===== config.mk =====
export PLATFORM = sky130hd
export DESIGN_NAME = delimited_text_shape_stats
export DESIGN_NICKNAME = d
export VERILOG_FILES = /design/src/rtl/dtss_pkg.sv /design/src/rtl/delimited_text_shape_stats.sv
export SDC_FILE = /design/constraint.sdc
export NUM_CORES = 1
export LEC_CHECK = 0
export ABC_AREA = 1
export BUFFER_PORTS_ARGS = -buffer_cell sky130_fd_sc_hd__clkbuf_2
export CORE_MARGIN = 2
export CORE_UTILIZATION = 55
export DETAILED_ROUTE_END_ITERATION = 8
export GPL_ROUTABILITY_DRIVEN = 0
export PLACE_DENSITY = 0.77
export SLEW_MARGIN = 20
export SYNTH_ARGS = -nofsm -noshare
export SYNTH_HDL_FRONTEND = slang
export SYNTH_SLANG_ARGS = --single-unit

===== constraint.sdc =====
create_clock -name clock -period 7 [get_ports clock]
set_input_delay 1.4 -clock clock [delete_from_list [all_inputs] [get_ports clock]]
set_output_delay 1.4 -clock clock [all_outputs]
set_load 0.005 [all_outputs]

===== src/rtl/dtss_pkg.sv =====
// Constants for the delimited text shape statistics block
`timescale 1ns / 1ps

package dtss_pkg;

   localparam int unsigned COUNT_WIDTH_DEF = 32;
   localparam int unsigned OUT_WIDTH       = 32;
   localparam logic [7:0]  NEWLINE_BYTE    = 8'h0A;
   localparam logic [7:0]  SEPARATOR_RESET = 8'd44;

endpackage


===== src/rtl/delimited_text_shape_stats.sv =====
// Top level of the delimited text shape statistics block
// Result: a result beat shows on rsp_valid in the cycle after its end-of-file beat is taken.
// Throughput: one request beat per cycle, each byte a single pass of counter updates and
// compares; an end-of-file beat waits only while the previous result is held by rsp_stall.
// Reset: synchronous, active high; clears all counts, sets the rectangular flag,
// drops rsp_valid and returns the separator to 0x2C.
`timescale 1ns / 1ps

module delimited_text_shape_stats #(
   parameter int unsigned COUNT_WIDTH = dtss_pkg::COUNT_WIDTH_DEF
) (
   input  logic                           clock,
   input  logic                           reset,
   input  logic                           csr_wr_en,
   input  logic [7:0]                     csr_wr_data,
   input  logic                           req_valid,
   output logic                           req_stall,
   input  logic [7:0]                     req_data_byte,
   input  logic                           req_end_of_file,
   output logic                           rsp_valid,
   input  logic                           rsp_stall,
   output logic [dtss_pkg::OUT_WIDTH-1:0] rsp_line_total,
   output logic [dtss_pkg::OUT_WIDTH-1:0] rsp_total_bytes,
   output logic [dtss_pkg::OUT_WIDTH-1:0] rsp_longest_line,
   output logic [dtss_pkg::OUT_WIDTH-1:0] rsp_tokens_per_line,
   output logic                           rsp_is_rectangular
);

   localparam logic [COUNT_WIDTH-1:0] CNT_ONE  = COUNT_WIDTH'(1);
   localparam logic [COUNT_WIDTH-1:0] CNT_ZERO = '0;

   logic [7:0]             separator_ff;
   logic [COUNT_WIDTH-1:0] line_count_ff, line_count_in;
   logic [COUNT_WIDTH-1:0] byte_count_ff, byte_count_in;
   logic [COUNT_WIDTH-1:0] cur_length_ff, cur_length_in;
   logic [COUNT_WIDTH-1:0] max_length_ff, max_length_in;
   logic [COUNT_WIDTH-1:0] cur_tokens_ff, cur_tokens_in;
   logic [COUNT_WIDTH-1:0] max_tokens_ff, max_tokens_in;
   logic [7:0]             last_text_ff, last_text_in;
   logic                   sep_pending_ff, sep_pending_in;
   logic                   inside_line_ff, inside_line_in;
   logic                   rect_ff, rect_in;

   logic                   rsp_valid_ff, rsp_valid_in;
   logic [dtss_pkg::OUT_WIDTH-1:0] line_total_ff, total_bytes_ff;
   logic [dtss_pkg::OUT_WIDTH-1:0] longest_ff, tokens_ff;
   logic                   is_rect_ff;

   logic                   req_accept;
   logic                   eof_accept;
   logic                   is_newline;
   logic                   last_is_sep;
   logic [COUNT_WIDTH-1:0] line_tokens;
   logic [COUNT_WIDTH-1:0] lines_cnt;
   logic [COUNT_WIDTH-1:0] longest_cnt;
   logic [63:0]            lines_wide, bytes_wide, longest_wide, tokens_wide;

   // only an end-of-file beat needs room in the result register
   assign req_stall  = rsp_valid_ff && rsp_stall && req_end_of_file;
   assign req_accept = req_valid && !req_stall;
   assign eof_accept = req_accept && req_end_of_file;

   assign is_newline  = (req_data_byte == dtss_pkg::NEWLINE_BYTE);
   assign last_is_sep = (last_text_ff == separator_ff);

   // token count of the line a newline closes: drop a trailing separator,
   // add the final token unless the line ended on a separator
   always_comb begin
      case ({sep_pending_ff, last_is_sep})
         2'b00:   line_tokens = cur_tokens_ff + CNT_ONE;
         2'b01:   line_tokens = cur_tokens_ff;
         2'b10:   line_tokens = cur_tokens_ff;
         2'b11:   line_tokens = cur_tokens_ff - CNT_ONE;
         default: line_tokens = cur_tokens_ff;
      endcase
   end

   always_comb begin
      line_count_in  = line_count_ff;
      byte_count_in  = byte_count_ff;
      cur_length_in  = cur_length_ff;
      max_length_in  = max_length_ff;
      cur_tokens_in  = cur_tokens_ff;
      max_tokens_in  = max_tokens_ff;
      last_text_in   = last_text_ff;
      sep_pending_in = sep_pending_ff;
      inside_line_in = inside_line_ff;
      rect_in        = rect_ff;
      if (req_accept) begin
         if (req_end_of_file) begin
            line_count_in  = CNT_ZERO;
            byte_count_in  = CNT_ZERO;
            cur_length_in  = CNT_ZERO;
            max_length_in  = CNT_ZERO;
            cur_tokens_in  = CNT_ZERO;
            max_tokens_in  = CNT_ZERO;
            last_text_in   = 8'h00;
            sep_pending_in = 1'b0;
            inside_line_in = 1'b0;
            rect_in        = 1'b1;
         end else if (rect_ff) begin
            sep_pending_in = 1'b0;
            byte_count_in  = byte_count_ff + CNT_ONE;
            if (is_newline) begin
               line_count_in = line_count_ff + CNT_ONE;
               if (cur_length_ff > max_length_ff) begin
                  max_length_in = cur_length_ff;
               end
               if (line_tokens > max_tokens_ff) begin
                  if (max_tokens_ff != CNT_ZERO) begin
                     rect_in = 1'b0;
                  end
                  max_tokens_in = line_tokens;
               end else if (line_tokens < max_tokens_ff) begin
                  rect_in = 1'b0;
               end
               cur_tokens_in  = CNT_ZERO;
               cur_length_in  = CNT_ZERO;
               inside_line_in = 1'b0;
            end else begin
               last_text_in = req_data_byte;
               if (req_data_byte == separator_ff) begin
                  cur_tokens_in  = cur_tokens_ff + CNT_ONE;
                  sep_pending_in = 1'b1;
               end
               cur_length_in  = cur_length_ff + CNT_ONE;
               inside_line_in = 1'b1;
            end
         end
      end
   end

   assign lines_cnt   = line_count_ff + COUNT_WIDTH'(inside_line_ff);
   assign longest_cnt = (cur_length_ff > max_length_ff) ? cur_length_ff : max_length_ff;

   assign lines_wide   = 64'(lines_cnt);
   assign bytes_wide   = 64'(byte_count_ff);
   assign longest_wide = 64'(longest_cnt);
   assign tokens_wide  = 64'(max_tokens_ff);

   assign rsp_valid_in = (rsp_valid_ff && rsp_stall) || eof_accept;

   always_ff @(posedge clock) begin
      if (reset) begin
         separator_ff   <= dtss_pkg::SEPARATOR_RESET;
         line_count_ff  <= CNT_ZERO;
         byte_count_ff  <= CNT_ZERO;
         cur_length_ff  <= CNT_ZERO;
         max_length_ff  <= CNT_ZERO;
         cur_tokens_ff  <= CNT_ZERO;
         max_tokens_ff  <= CNT_ZERO;
         last_text_ff   <= 8'h00;
         sep_pending_ff <= 1'b0;
         inside_line_ff <= 1'b0;
         rect_ff        <= 1'b1;
         rsp_valid_ff   <= 1'b0;
      end else begin
         if (csr_wr_en) begin
            separator_ff <= csr_wr_data;
         end
         line_count_ff  <= line_count_in;
         byte_count_ff  <= byte_count_in;
         cur_length_ff  <= cur_length_in;
         max_length_ff  <= max_length_in;
         cur_tokens_ff  <= cur_tokens_in;
         max_tokens_ff  <= max_tokens_in;
         last_text_ff   <= last_text_in;
         sep_pending_ff <= sep_pending_in;
         inside_line_ff <= inside_line_in;
         rect_ff        <= rect_in;
         rsp_valid_ff   <= rsp_valid_in;
      end
   end

   // result payload, loaded only by an end-of-file beat
   always_ff @(posedge clock) begin
      if (eof_accept) begin
         line_total_ff  <= lines_wide[dtss_pkg::OUT_WIDTH-1:0];
         total_bytes_ff <= bytes_wide[dtss_pkg::OUT_WIDTH-1:0];
         longest_ff     <= longest_wide[dtss_pkg::OUT_WIDTH-1:0];
         tokens_ff      <= tokens_wide[dtss_pkg::OUT_WIDTH-1:0];
         is_rect_ff     <= rect_ff;
      end
   end

   assign rsp_valid           = rsp_valid_ff;
   assign rsp_line_total      = line_total_ff;
   assign rsp_total_bytes     = total_bytes_ff;
   assign rsp_longest_line    = longest_ff;
   assign rsp_tokens_per_line = tokens_ff;
   assign rsp_is_rectangular  = is_rect_ff;

endmodule


==> run_results.csv <==
group,metric,value,unit
grt,grt_pass1_vias,16900,
sta,skew,20.4,ps
cts,hold_buffers,0,
logic_synthesis,synthCells,2687,
status,status,"complete, no violations",
sta,max_freq,201,MHz
logic_synthesis,synth_edf_count,129,
setup_path,critPathArrivalTime,5400,ps
placement,dp_hpwl,37400,um
logic_synthesis,yosys_warnings,0,
power,p_sw,1.10,mW
logic_synthesis,synth.top_cell.area_share,21.8,%
cts,root_buffer,"clkbuf_16",
cts,htree_levels,2,
grt,grt_pass1_wl,83800,um
logic_synthesis,ys_types,50,
setup_path,crit_top_cell,"nand2_1",
final_layout,antenna_cells,0,
power,pwr-share-clk,43.5,%
floorplanning,core-area,0.0347,sq mm
power,total_power,4.44,mW
drt,route.top_layer_used,"met4",
cts,clk_latency,540,ps
power,ir_worst_vdd,0.000169,V
logic_synthesis,yosys-top-cells-count,"nand2_1 (688), inv_1 (307), nor2_1 (290)",
floorplanning,die_y,192,um
logic_synthesis,synth_area,0.0195,sq mm
job,maxCapViolCount,0,
drt,drc,0,
logic_synthesis,ys_seq_elements,341,
floorplanning,io_pins,153,
sta,final_max_slew_viol_count,0,
power,p_seq_share,48.5,%
drt,met2WireLength,23000,um
setup_path,startpoint_type,"register",
drt,vias,18300,
logic_synthesis,synthArstFlopShare,0,%
sta,worst_slew_pin_slew,1080,ps
power,netSwitchingFraction,24.7,%
sta,setup_viol_count_final,0,
logic_synthesis,synth.area.top_cells,"dfxtp_1 (22%), edfxtp_1 (20%), nand2_1 (13%)",
logic_synthesis,yosys.area.top_type,"dfxtp_1",
cts,cts_tree,"yes",
setup_path,cp_slowest_stage_delay,920,ps
cts,ctsResizeCount,0,
logic_synthesis,ys.flop_type,"dfxtp_1",
logic_synthesis,synth-seq-area-share,41.7,%
grt,grt_max_degree,78,
final_layout,area_delta_synth_final,11.0,%
grt,grt_usage,28.1,%
final_layout,drive_gt1_share,10.6,%
floorplanning,die_area,0.0369,sq mm
cts,clkSinkCount,341,
drt,drt_iter0_drc,2026,
setup_path,endpoint,"max_tokens_ff[17]",
worst_hold_path,hold_path.class,"register to register",
setup_path,cp.depth,24,
setup_path,cp-end-kind,"register",
floorplanning,rows,68,
drt,via_per_inst,5.59,
sta,hold_violations,0,
placement,numPortBuffers,152,
setup_path,worstPathRequired,7420,ps
logic_synthesis,synth.most_common_cell,"nand2_1",
sta,setup_tns,0,ps
floorplanning,chipWidth,192,um
setup_path,reg2reg_from,"separator_ff[3]",
floorplanning,start_util,56.1,%
setup_path,crit_slowest_cell,"ha_1",
setup_path,cp_num_buf_inv,3,
setup_path,r2r_setup_slack,2020,ps
sta,max_slew_margin,27.8,%
setup_path,crit_start,"separator_ff[3]",
drt,ant_nets,0,
setup_path,timing.critical_path.cells,"inv_1 > nand2_1 > nand4_1 > a221oi_1 > and3_1 > inv_1 > ha_1 > inv_1 > nand3_1 > nand3_1 > nand2_1 > ha_1 > a21oi_1 > nand2_1 > nand2_1 > nand2_1 > nand2_1 > nand2_1 > nand2_1 > nand2_1 > nand2_1 > nand2_2 > a21oi_1 > nor2_1",
cts,cts_setup_buffers,0,
sta,fin_hold_ws,450,ps
setup_path,path_delay_family,"simple AND/OR/NAND/NOR gates",
drt,drt_wl_total,51800,um
sta,period_share,71.2,%
grt,overflow,0,
drt,met3_length,4330,um
logic_synthesis,syn_nets,2782,
cts,path_clk_slew,60,ps
setup_path,critical_path_class,"register to register",
drt,dr.pass1.iters,7,
cts,clk_path_buf_depth,3,
power,power_density,205,mW/mm^2
power,p_leak,9.17,nW
setup_path,r2r_cells,24,
sta,rsz0062_at_grt,"false",
setup_path,worst_r2r_endpoint,"max_tokens_ff[17]",
setup_path,worst-path-max-fanout,64,
power,combPwrFrac,8.0,%
cts,numCtsBuffers,36,
logic_synthesis,avgSynthCellArea,7.25,sq um
power,p_int,3.34,mW
sta,layout_min_cycle_time,4980,ps
drt,wl_met1,22500,um
drt,wl_per_cell,15.8,um
final_layout,layout.nets,2884,
grt,antenna_found_initial,0,
worst reg2reg max path, stage by stage (launching register included):
cell	delay (ps)
dfxtp_1	350
inv_1	80
nand2_1	60
nand4_1	100
a221oi_1	260
and3_1	230
inv_1	50
ha_1	920
inv_1	370
nand3_1	190
nand3_1	80
nand2_1	120
ha_1	260
a21oi_1	200
nand2_1	100
nand2_1	60
nand2_1	50
nand2_1	60
nand2_1	50
nand2_1	50
nand2_1	70
nand2_1	90
nand2_2	610
a21oi_1	410
nor2_1	80
stage by stage:
| step | instances | utilization, % | cell area, sq um | setup WS [ps] |
|---|---|---|---|---|
| detailed placement | 3206 | 58.9 | 20400 | 2180 |
| finish | 3272 | 62.3 | 21600 | 2020 |
| global route | 3272 | 62.3 | 21600 | 1560 |
| floorplan | 2687 | - | 19500 | 2220 |
| CTS | 3272 | 62.3 | 21600 | 2170 |
| global placement | 3206 | 58.9 | 20400 | 2390 |
power by group through the flow:
stage / sequential [mW] / clock, mW / combinational, mW
2_1_floorplan: 2.19 / 0 / 0.235
3_3_place_gp: 2.19 / 0 / 0.339
3_5_place_dp: 2.20 / 0 / 0.348
4_1_cts: 2.15 / 1.96 / 0.351
5_1_grt: 2.16 / 2.03 / 0.396
6_report: 2.15 / 1.93 / 0.354
cell usage in the layout (no fill, tap or decap), types with 14 or more instances in the layout:
cell type  synthesis  routed
nand2_2           13      16
ha_1              73      73
nand3_1          265     265
clkbuf_16          0      37
clkbuf_2           0     152
nor2_2            12      14
inv_1            307     306
dfxtp_1          212     212
edfxtp_1         129     129
o21ai_0           61      61
nand4_1           54      54
and2_1            45      45
nor3_1            65      65
nand2_1          688     685
nor2_1           290     288
a21oi_1          194     194
xor2_1            53      53
metal layers:
layer  vias up  global-route usage (%)
met2       865                    44.7
met3       143                    3.47
li1       8993                       -
met1      8279                    38.6
met4         0                    11.5
met5         -                       0
how the worst min path moves through the flow:
| stage | cells past startpoint | to | startpoint | slack, ps |
|---|---|---|---|---|
| final | 2 | max_length_ff[18] | max_length_ff[18] | 450 |
| after global routing | 2 | max_length_ff[4] | max_length_ff[4] | 470 |
| after CTS | 2 | max_length_ff[18] | max_length_ff[18] | 450 |
| after detailed placement | 2 | max_length_ff[4] | max_length_ff[4] | 440 |
| after global placement | 1 | line_count_ff[30] | line_count_ff[30] | 430 |
| after floorplan | 0 | rsp_total_bytes[6] | byte_count_ff[6] | 400 |
cell type report:
| class | instances | area [sq um] |
|---|---|---|
| inverter | 324 | 1220 |
| clock buffer | 45 | 976 |
| fill | 3043 | 13100 |
| tap | 455 | 569 |
| clock inverter | 21 | 205 |
| sequential | 341 | 8120 |
| multi-input combinational | 1921 | 9670 |
| timing repair buffer | 165 | 858 |
cells by family after synthesis:
logic type	synth area share, %
fa+ha+maj	4.69
simple gates	33.8
compound gates	8.33
flops	41.7
xor+xnor	2.74
buf+inv	8.71
Note: power is estimated with default switching activity, not from simulation.
